$ cat src/design/bchd_pkg.sv
// Shared types and constants for the button click and hold detector.
package bchd_pkg;

  localparam int unsigned TimeW   = 32;
  localparam int unsigned CfgW    = 16;
  localparam int unsigned CfgIdxW = 2;

  localparam logic [1:0] ClicksForTriple = 2'd3;

  localparam logic [CfgW-1:0] DebounceRst  = 16'd20;
  localparam logic [CfgW-1:0] ClickMaxRst  = 16'd300;
  localparam logic [CfgW-1:0] HoldRst      = 16'd1000;
  localparam logic [CfgW-1:0] MultiGapRst  = 16'd300;

  typedef enum logic [CfgIdxW-1:0] {
    CFG_DEBOUNCE  = 2'd0,
    CFG_CLICK_MAX = 2'd1,
    CFG_HOLD      = 2'd2,
    CFG_MULTI_GAP = 2'd3
  } cfg_idx_e;

  typedef enum logic [2:0] {
    MODE_IDLE        = 3'd0,
    MODE_PRESSED     = 3'd1,
    MODE_WAIT_SECOND = 3'd2,
    MODE_WAIT_THIRD  = 3'd3,
    MODE_HELD        = 3'd4
  } mode_e;

  typedef enum logic [2:0] {
    EV_NONE    = 3'd0,
    EV_CLICK   = 3'd1,
    EV_DOUBLE  = 3'd2,
    EV_TRIPLE  = 3'd3,
    EV_HOLD    = 3'd4,
    EV_RELEASE = 3'd5
  } event_e;

  // Thresholds used by the click state machine.
  typedef struct packed {
    logic [CfgW-1:0] click_max_time;
    logic [CfgW-1:0] hold_time;
    logic [CfgW-1:0] multi_click_gap;
  } fsm_cfg_t;

endpackage

$ cat src/design/bchd_debounce.sv
// Debouncer: accepts a raw level change once the debounce time has passed.
module bchd_debounce
  import bchd_pkg::*;
(
  input  logic             clk_i,
  input  logic             rst_ni,
  input  logic             fire_i,
  input  logic             raw_i,
  input  logic [TimeW-1:0] now_i,
  input  logic [CfgW-1:0]  debounce_time_i,
  output logic             level_o
);

  logic             stable_q, stable_d;
  logic [TimeW-1:0] change_q, change_d;
  logic [TimeW-1:0] since_w;
  logic             take_w;

  always_comb begin
    since_w  = now_i - change_q;
    take_w   = (raw_i != stable_q) && (since_w >= {{(TimeW-CfgW){1'b0}}, debounce_time_i});
    stable_d = take_w ? raw_i : stable_q;
    change_d = take_w ? now_i : change_q;
    level_o  = stable_d;
  end

  always_ff @(posedge clk_i or negedge rst_ni) begin
    if (!rst_ni) begin
      stable_q <= 1'b0;
      change_q <= '0;
    end else if (fire_i) begin
      stable_q <= stable_d;
      change_q <= change_d;
    end
  end

endmodule

$ cat src/design/bchd_fsm.sv
// Click / double / triple / hold / release state machine.
module bchd_fsm
  import bchd_pkg::*;
(
  input  logic             clk_i,
  input  logic             rst_ni,
  input  logic             fire_i,
  input  logic             level_i,
  input  logic [TimeW-1:0] now_i,
  input  fsm_cfg_t         cfg_i,
  output event_e           event_o,
  output logic [TimeW-1:0] held_time_o
);

  mode_e            mode_q, mode_d;
  logic [TimeW-1:0] press_q, press_d;
  logic [TimeW-1:0] release_q, release_d;
  logic             fired_q, fired_d;
  logic [1:0]       clicks_q, clicks_d;

  logic [TimeW-1:0] held_w;
  logic [TimeW-1:0] gap_w;
  logic [1:0]       clicks_inc;
  logic             press_new;

  always_ff @(posedge clk_i or negedge rst_ni) begin
    if (!rst_ni) begin
      mode_q    <= MODE_IDLE;
      press_q   <= '0;
      release_q <= '0;
      fired_q   <= 1'b0;
      clicks_q  <= '0;
    end else if (fire_i) begin
      mode_q    <= mode_d;
      press_q   <= press_d;
      release_q <= release_d;
      fired_q   <= fired_d;
      clicks_q  <= clicks_d;
    end
  end

  always_comb begin
    held_w     = now_i - press_q;
    gap_w      = now_i - release_q;
    clicks_inc = clicks_q + 2'd1;
    mode_d     = mode_q;
    press_d    = press_q;
    release_d  = release_q;
    fired_d    = fired_q;
    clicks_d   = clicks_q;
    press_new  = 1'b0;
    event_o    = EV_NONE;

    case (mode_q)
      MODE_PRESSED: begin
        if (!level_i) begin
          release_d = now_i;
          if (held_w < {{(TimeW-CfgW){1'b0}}, cfg_i.click_max_time}) begin
            if (clicks_inc >= ClicksForTriple) begin
              event_o  = EV_TRIPLE;
              clicks_d = '0;
              mode_d   = MODE_IDLE;
            end else if (clicks_inc == 2'd2) begin
              clicks_d = clicks_inc;
              mode_d   = MODE_WAIT_THIRD;
            end else begin
              clicks_d = clicks_inc;
              mode_d   = MODE_WAIT_SECOND;
            end
          end else begin
            // long press released: release only reported after a hold
            clicks_d = '0;
            mode_d   = MODE_IDLE;
            if (fired_q) begin
              event_o = EV_RELEASE;
            end
          end
        end else if ((held_w >= {{(TimeW-CfgW){1'b0}}, cfg_i.hold_time}) && !fired_q) begin
          fired_d  = 1'b1;
          clicks_d = '0;
          mode_d   = MODE_HELD;
          event_o  = EV_HOLD;
        end
      end
      MODE_WAIT_SECOND, MODE_WAIT_THIRD: begin
        if (level_i) begin
          press_d   = now_i;
          press_new = 1'b1;
          fired_d   = 1'b0;
          mode_d    = MODE_PRESSED;
        end else if (gap_w >= {{(TimeW-CfgW){1'b0}}, cfg_i.multi_click_gap}) begin
          event_o  = (mode_q == MODE_WAIT_SECOND) ? EV_CLICK : EV_DOUBLE;
          clicks_d = '0;
          mode_d   = MODE_IDLE;
        end
      end
      MODE_HELD: begin
        if (!level_i) begin
          event_o  = EV_RELEASE;
          clicks_d = '0;
          mode_d   = MODE_IDLE;
        end
      end
      default: begin
        if (level_i) begin
          press_d   = now_i;
          press_new = 1'b1;
          fired_d   = 1'b0;
          clicks_d  = '0;
          mode_d    = MODE_PRESSED;
        end else begin
          mode_d = MODE_IDLE;
        end
      end
    endcase

    // a fresh press stamp means zero time held
    if ((mode_d == MODE_PRESSED || mode_d == MODE_HELD) && !press_new) begin
      held_time_o = held_w;
    end else begin
      held_time_o = '0;
    end
  end

endmodule

$ cat src/design/button_click_hold_detector.sv
// Top level of the button click and hold detector.
//
//  channel   | dir | handshake              | payload
//  s_axis    | in  | s_axis_tvalid/tready   | raw_pressed, now_time
//  m_axis    | out | m_axis_tvalid/tready   | event_code, debounced_pressed, held_time
//  cfg       | in  | cfg_we_i (no stall)    | cfg_idx_i, cfg_data_i
//
// One request per cycle sustained while m_axis is not stalled; after s_axis acceptance a
// poll is held in the input register, then the debounce and click logic feed its result
// into the m_axis result register, from which it can be taken.
// The state update for one poll is a single pass through that logic, so the
// poll-to-poll state loop closes before the next poll is handled.
// Reset clears the state machine, debouncer and both handshake stages, and
// loads the default thresholds. A stalled m_axis holds its result while the
// input register still takes one more request.
module button_click_hold_detector
  import bchd_pkg::*;
(
  input  logic               clk_i,
  input  logic               rst_ni,
  input  logic               s_axis_tvalid,
  output logic               s_axis_tready,
  input  logic [39:0]        s_axis_tdata,   // [0] raw_pressed, [32:1] now_time, rest zero
  output logic               m_axis_tvalid,
  input  logic               m_axis_tready,
  output logic [39:0]        m_axis_tdata,   // [2:0] event_code, [3] debounced_pressed,
                                             // [35:4] held_time, rest zero
  input  logic               cfg_we_i,
  input  logic [CfgIdxW-1:0] cfg_idx_i,
  input  logic [CfgW-1:0]    cfg_data_i
);

  // configuration registers
  logic [CfgW-1:0] debounce_q, click_max_q, hold_q, gap_q;

  always_ff @(posedge clk_i or negedge rst_ni) begin
    if (!rst_ni) begin
      debounce_q  <= DebounceRst;
      click_max_q <= ClickMaxRst;
      hold_q      <= HoldRst;
      gap_q       <= MultiGapRst;
    end else if (cfg_we_i) begin
      case (cfg_idx_e'(cfg_idx_i))
        CFG_DEBOUNCE:  debounce_q  <= cfg_data_i;
        CFG_CLICK_MAX: click_max_q <= cfg_data_i;
        CFG_HOLD:      hold_q      <= cfg_data_i;
        CFG_MULTI_GAP: gap_q       <= cfg_data_i;
        default: ;
      endcase
    end
  end

  // input register
  logic             in_vld_q;
  logic             raw_q;
  logic [TimeW-1:0] now_q;
  logic             out_vld_q;
  logic             fire;

  assign fire          = in_vld_q && (!out_vld_q || m_axis_tready);
  assign s_axis_tready = !in_vld_q || fire;

  always_ff @(posedge clk_i or negedge rst_ni) begin
    if (!rst_ni) begin
      in_vld_q <= 1'b0;
    end else if (s_axis_tready) begin
      in_vld_q <= s_axis_tvalid;
    end
  end

  always_ff @(posedge clk_i) begin
    if (s_axis_tready && s_axis_tvalid) begin
      raw_q <= s_axis_tdata[0];
      now_q <= s_axis_tdata[32:1];
    end
  end

  // debounce and event logic
  logic             level;
  event_e           ev;
  logic [TimeW-1:0] held;
  fsm_cfg_t         fsm_cfg;

  assign fsm_cfg = '{click_max_time: click_max_q, hold_time: hold_q, multi_click_gap: gap_q};

  bchd_debounce u_debounce (
    .clk_i           (clk_i),
    .rst_ni          (rst_ni),
    .fire_i          (fire),
    .raw_i           (raw_q),
    .now_i           (now_q),
    .debounce_time_i (debounce_q),
    .level_o         (level)
  );

  bchd_fsm u_fsm (
    .clk_i       (clk_i),
    .rst_ni      (rst_ni),
    .fire_i      (fire),
    .level_i     (level),
    .now_i       (now_q),
    .cfg_i       (fsm_cfg),
    .event_o     (ev),
    .held_time_o (held)
  );

  // result register
  event_e           ev_q;
  logic             level_q;
  logic [TimeW-1:0] held_q;

  always_ff @(posedge clk_i or negedge rst_ni) begin
    if (!rst_ni) begin
      out_vld_q <= 1'b0;
    end else if (fire) begin
      out_vld_q <= 1'b1;
    end else if (m_axis_tready) begin
      out_vld_q <= 1'b0;
    end
  end

  always_ff @(posedge clk_i) begin
    if (fire) begin
      ev_q    <= ev;
      level_q <= level;
      held_q  <= held;
    end
  end

  assign m_axis_tvalid = out_vld_q;
  assign m_axis_tdata  = {4'b0, held_q, level_q, ev_q};

  // a hold is only reported while the debounced level is pressed
  a_hold_pressed: assert property (@(posedge clk_i) disable iff (!rst_ni)
    (m_axis_tvalid && ev_q == EV_HOLD) |-> level_q)
    else $error("hold event with released level");

  // release and click series end with the button up and no held time
  a_release_up: assert property (@(posedge clk_i) disable iff (!rst_ni)
    (m_axis_tvalid && (ev_q == EV_RELEASE || ev_q == EV_CLICK || ev_q == EV_DOUBLE ||
      ev_q == EV_TRIPLE)) |-> (!level_q && held_q == '0))
    else $error("release or click event while pressed");

  // nonzero held time only in the pressed or held modes, where the level is up
  a_held_level: assert property (@(posedge clk_i) disable iff (!rst_ni)
    (m_axis_tvalid && held_q != '0) |-> level_q)
    else $error("held time reported while released");

  // a stalled result register must not be overwritten
  a_no_overrun: assert property (@(posedge clk_i) disable iff (!rst_ni)
    (out_vld_q && !m_axis_tready) |-> !fire)
    else $error("result overwritten under stall");

endmodule

$ cat config.mk
export PLATFORM = sky130hd
export DESIGN_NAME = button_click_hold_detector
export DESIGN_NICKNAME = d
export VERILOG_FILES = /design/src/design/bchd_pkg.sv /design/src/design/bchd_debounce.sv /design/src/design/bchd_fsm.sv /design/src/design/button_click_hold_detector.sv
export SDC_FILE = /design/constraint.sdc
export NUM_CORES = 1
export LEC_CHECK = 0
export ABC_AREA = 1
export ABC_CLOCK_PERIOD_IN_PS = 6900
export BUFFER_PORTS_ARGS = -buffer_cell sky130_fd_sc_hd__buf_4
export CORE_ASPECT_RATIO = 0.5
export CORE_UTILIZATION = 60
export DETAILED_ROUTE_END_ITERATION = 10
export PLACE_DENSITY_LB_ADDON = 0.2
export SETUP_SLACK_MARGIN = 0.15
export SLEW_MARGIN = 30
export SYNTH_ARGS = -nofsm -noshare
export SYNTH_HDL_FRONTEND = slang
export SYNTH_SLANG_ARGS = --single-unit
$ cat constraint.sdc
create_clock -name clk_i -period 6.9 [get_ports clk_i]
set_input_delay 0.69 -clock clk_i [delete_from_list [all_inputs] [get_ports clk_i]]
set_output_delay 0.69 -clock clk_i [all_outputs]
set_load 0.005 [all_outputs]
## Word-level counts from Yosys, hierarchy flattened

Cells that the tools add are included.

- RAM bits: 0
- Memories: 0
- Memory bits (read-only): 0
- Bits in latches: 0
- Register bits: 238
- Logic and storage cells: 110
- Input port bits: 63
- Output and inout bits: 42

- Shifts and indexed selects: 0
- Add/sub/neg operators: 4
- Reductions and logical operators: 26
- Equality and inequality tests: 16
- Bitwise gates (word level): 3
- Mux-type cells: 38
- Multiply operators: 0
- Div/mod/pow operators: 0
- $lt $le $gt $ge: 5

Operators by type and width:

| kind | number |
|---|---|
| 32-bit by 16-bit >= comparator with 1-bit output | 3 |
| 32-bit subtractor | 3 |
| 3-bit two-way mux | 14 |
| 32-bit by 16-bit less-than comparator with 1-bit output | 1 |
| 2-bit two-way mux | 10 |
| 3-bit one-hot mux with 3 select lines | 2 |
| 1-bit two-way mux | 10 |
| 2-bit AND reduction | 5 |
| 2-bit equality test (second input constant) | 3 |
| 3-bit by 1-bit equality test with 1-bit output (second input constant) | 2 |
| 3-bit by 2-bit equality test with 1-bit output (second input constant) | 2 |
| 3-bit equality test (second input constant) | 2 |
| 2-bit one-hot mux with 3 select lines | 1 |
| 3-bit AND reduction | 2 |
| 6-bit AND reduction | 1 |
| 1-bit logical AND | 5 |
| 1-bit zero test | 4 |
| 2-bit by 1-bit != test with 1-bit output (second input constant) | 2 |
| 2-bit != test (second input constant) | 2 |
| 4-bit AND reduction | 1 |
| 4-bit nonzero test | 1 |
| 2-bit OR reduction | 2 |
| 1-bit logical OR | 3 |
| 3-bit by 2-bit != test with 1-bit output (second input constant) | 1 |
| other kinds (8) | 10 |

## Depth between registers and ports, before layout

- Word-level depth: 10
- Gate-level depth with buffers: 30

## Hierarchy

From an unflattened synthesis, not the netlist that was laid out.

- Cell total of the unflattened synthesis: 2715
- Area total of the unflattened synthesis: 18450.2 µm²

By module, submodules not included:

| module | times used | area an instance (µm²) | cells an instance | seq. area each (µm²) |
|---|---|---|---|---|
| bchd_fsm | 1 | 9216.3 | 1558 | 1751.7 |
| button_click_hold_detector | 1 | 4830.9 | 371 | 3743.6 |
| bchd_debounce | 1 | 4403.0 | 786 | 825.8 |

## Worst setup path after synthesis

No wires, ideal clock.

- Path kind: reg-to-reg
- Start point: register now_q[0]
- End point: register u_fsm.press_q[10]
- Library setup time: 0.122 ns
- Clock period less this slack: 3.403 ns
- Data required time: 6.778 ns
- Arrival time: 3.282 ns
- Cell stages (with the launch flop): 29
- Slack: 3.497 ns
- Buffers on the path: 2
- Cells stage by stage: edfxtp_1 inv_1 ha_1 fa_1 inv_1 nand3_1 nand3_2 nand2_1 nand2_1 nand2_1 nand2_1 xor2_1 ha_1 nand2_1 o21ai_0 nor2_1 nand2_1 nor2_1 nand2_1 nor2_2 nand2_2 nand2_4 nand2_4 inv_4 nand4_2 buf_6 buf_6 nand2_2 o21ai_2

- Word-level cells in the longest chain between the ends: 5

Ends and longest elaborated chain:

| element | line | source |
|---|---|---|
| start, declared | button_click_hold_detector.sv:56 | `logic [TimeW-1:0] now_q;` |
| start signal, assigned | button_click_hold_detector.sv:74 | `now_q <= s_axis_tdata[32:1];` |
| 32-bit subtractor | bchd_debounce.sv:20 | `since_w = now_i - change_q;` |
| 32-bit by 16-bit >= comparator with 1-bit output | bchd_debounce.sv:21 | `take_w = (raw_i != stable_q) && (since_w >= {{(TimeW-CfgW){1'b0}}, debounce_time_i});` |
| 1-bit logical AND | bchd_debounce.sv:21 |  |
| 1-bit two-way mux | bchd_debounce.sv:22 | `stable_d = take_w ? raw_i : stable_q;` |
| via level | button_click_hold_detector.sv:79 | `logic level;` |
| 3-bit AND reduction (no line) | -- |  |
| end signal, assigned | bchd_fsm.sv:35 | `press_q <= press_d;` |
| end, declared | bchd_fsm.sv:16 | `logic [TimeW-1:0] press_q, press_d;` |

The timed path passes the listed nets, and every way through them passes these cells.
A chain may end at the register's enable or synchronous reset.

## Worst setup path in the final report

- Start point: register now_q[1]
- End point: register u_fsm.press_q[23]

Same word-level chain as after synthesis.

==> results_dict.tcl <==
set metrics [dict create \
    fillers 2670 \
    route.met3.wl_um 4770 \
    antenna_left 0 \
    relSlewSlack_pct 35.2 \
    highest_layer "met4" \
    cts_setup_buffers 0 \
    setup_slack_ps 1490 \
    die_w_um 248 \
    cp_num_buf_inv 4 \
    routed-wl-met2_um 20500 \
    drive_gt1_share_pct 9.45 \
    antenna_found_initial 0 \
    gp_congestion 0.980 \
    whs_ps 237 \
    ir_worst_vdd_uv 292 \
    leakagePower_nw 11.2 \
    wl_per_cell_um 16.2 \
    routed_wirelength_um 50900 \
    hold_buffers 0 \
    finalCriticalPeriod_ps 5410 \
    layout.nets 2947 \
    crit_required_ps 7330 \
    ios 105 \
    crit_family "simple AND/OR/NAND/NOR gates" \
    violations "DRC" \
    clock_latency_ps 560 \
    cts_resized 0 \
    slew_violations 0 \
    period_share_pct 78.4 \
    clock-sinks 238 \
    ys_warn_count 0 \
    cts_root_buf "clkbuf_16" \
    io_buffers 93 \
    synthSimpleGateAreaFrac_pct 28.3 \
    clock_path_buffers 3 \
    final.setup.tns_ps 0 \
    hpwlAfterDp_um 41000 \
    first_global_vias 15000 \
    ys_ff_latch 238 \
    grt_usage_pct 33.5 \
    htree_num_levels 1 \
    hp-class "in -> async" \
    initial_core_util_pct 61.7 \
    worst_path_most_repeated_cell "nand2_1" \
    first_pass_iters 8 \
    cts_tree "done" \
    finalHoldViolCount 0 \
    slowest_stage "fa_1" \
    design_area_sq_um 19900 \
    multiInputGateArea_sq_um 9400 \
    via_count 16500 \
    grt_pass1_wl_um 80100 \
    ys_types 46 \
    skew_ps 13.4 \
    drt_iter0_drc 1699 \
    place_area_sq_um 19100 \
    power.density_nw_per_um2 468 \
    gr-total-overflow 0 \
    synth_top_family_by_area "simple AND/OR/NAND/NOR gates" \
    crit_type "reg -> reg" \
    tightest_slew_ps 970 \
    via_per_inst 5.26 \
    synth_fa_ha_area_share_pct 11.1 \
    coreArea_sq_um 29300 \
    critPathLaunchType "register" \
    antenna_cells 0 \
    synthToLayoutAreaGrowth_pct 10.0 \
    path_max_fanout 28 \
    die_area_sq_um 30900 \
    place_ws_ps 1640 \
    wl_met1_um 24600 \
    status "finished with violations" \
    finalSetupViolCount 0 \
    netlist_area_sq_um 18100 \
    maxCapViolCount 0 \
    fin_total_pwr_mw 9.31 \
    yosysSeqAreaShare_pct 34.9 \
    rows 44 \
    numCtsBuffers 23 \
    synth_cells 2638 \
    critPathArrivalTime_ps 5830 \
    path_clk_slew_ps 70 \
    end_kind "register" \
    seq_area_sq_um 6320 \
    synth.area.mux_share_pct 0 \
    synth_compound_area_share_pct 10.1 \
    synthXorXnorAreaFrac_pct 2.23 \
    rsz0062_at_grt "no" \
    drcViolationCount 6 \
    clock.fmax_mhz 185 \
    cpPeakStageDelay_ps 510 \
    synth.avg_cell_area_sq_um 6.86 \
    die_y_um 125 \
    grt_start_max_net_pins 106 \
]
-- placed cells by master (no fill, tap or decap), drive strengths merged --
cell | synthesis | layout
o211ai | 3 | 3
a41oi | 1 | 1
a21boi | 2 | 2
ha | 156 | 156
xnor2 | 4 | 4
bufinv | 0 | 2
nor3 | 21 | 21
xor2 | 42 | 42
o21bai | 5 | 5
nand4 | 21 | 21
a21oi | 116 | 116
nand2 | 893 | 893
nor2 | 180 | 180
or2 | 1 | 1
fa | 3 | 3
conb | 1 | 4
nor4 | 2 | 2
o221ai | 1 | 1
dfrtp | 153 | 153
clkinv | 1 | 10
nand3 | 106 | 106
inv | 583 | 586
edfxtp | 69 | 69
buf | 22 | 98
nand3b | 10 | 10
dfstp | 16 | 16
clkbuf | 18 | 29
a211oi | 4 | 4
o21ai | 200 | 200
and2 | 4 | 4
-- synth_stat cells (all sizes together) --
cell      n  area [sq um]
a211oi    4          30.0
a21boi    2          15.0
a21oi   116           581
a41oi     1          8.76
and2      4          25.0
buf      22           161
clkbuf   18          67.6
clkinv    1          3.75
conb      1          3.75
dfrtp   153          3830
dfstp    16           420
edfxtp   69          2070
fa        3          60.1
ha      156          1950
inv     583          2190
nand2   893          3470
nand3   106           573
nand3b   10          75.1
nand4    21           138
nor2    180           711
nor3     21           110
nor4      2          12.5
o211ai    3          27.5
o21ai   200          1110
o21bai    5          37.5
o221ai    1          8.76
or2       1          6.26
xnor2     4          35.0
xor2     42           368
-- report_power, final --
group	total [mW]	switching, mW	internal, mW
Sequential	2.14	0.253	1.89
Combinational	5.85	3.89	1.96
Clock	1.32	0.596	0.728
-- state kept, by name (all words and copies together) (netlist names), 16 cells and up --
name and count:
u_debounce.change_q 32, click_max_q 16, held_q 32, debounce_q 16, gap_q 16, now_q 32
hold_q 16, u_fsm.press_q 32, u_fsm.release_q 32
-- cell type report --
| cell class | instances | share of cell area (%) |
|---|---|---|
| flip-flops and latches | 238 | 31.7 |
| repair buffers | 99 | 3.76 |
| clock buffers | 28 | 3.13 |
| multi-input cells | 1779 | 47.2 |
| inverters | 584 | 11.0 |
| clock inverters | 14 | 0.697 |
| well taps | 391 | 2.46 |
-- routing by layer --
layer / up-vias / track usage [%]
met4: 0 / 6.53
li1: 8326 / -
met5: - / 0
met3: 68 / 5.71
met1: 7436 / 52.3
met2: 646 / 48.0
-- final timing paths --
path                                              start                 endpoint  slack [ps]  cells past startpoint
worst max register to register                 now_q[1]        u_fsm.press_q[23]        1490                     26
min in group clk_i                     s_axis_tdata[18]                now_q[17]         310                      1
max in group asynchronous                        rst_ni        u_fsm.press_q[29]        5250                      2
worst max-delay path                           now_q[1]        u_fsm.press_q[23]        1490                     26
worst min register to register  u_debounce.change_q[10]  u_debounce.change_q[10]         480                      2
worst min-delay path                             rst_ni          click_max_q[11]         240                      1
-- cells by family after synthesis --
| group | count (synthesis) |
|---|---|
| flops | 238 |
| other cells | 1 |
| xor+xnor | 46 |
| compound gates | 332 |
| fa+ha+maj | 159 |
| simple gates | 1238 |
| buf+inv | 624 |
-- per-stage QoR --
stage	util, %	std cells
2_1_floorplan	-	2641
3_3_place_gp	65.2	3091
4_1_cts	67.9	3133
3_5_place_dp	65.3	3091
6_report	67.9	3133
5_1_grt	67.9	3133
Note: power is estimated with default switching activity, not from simulation.
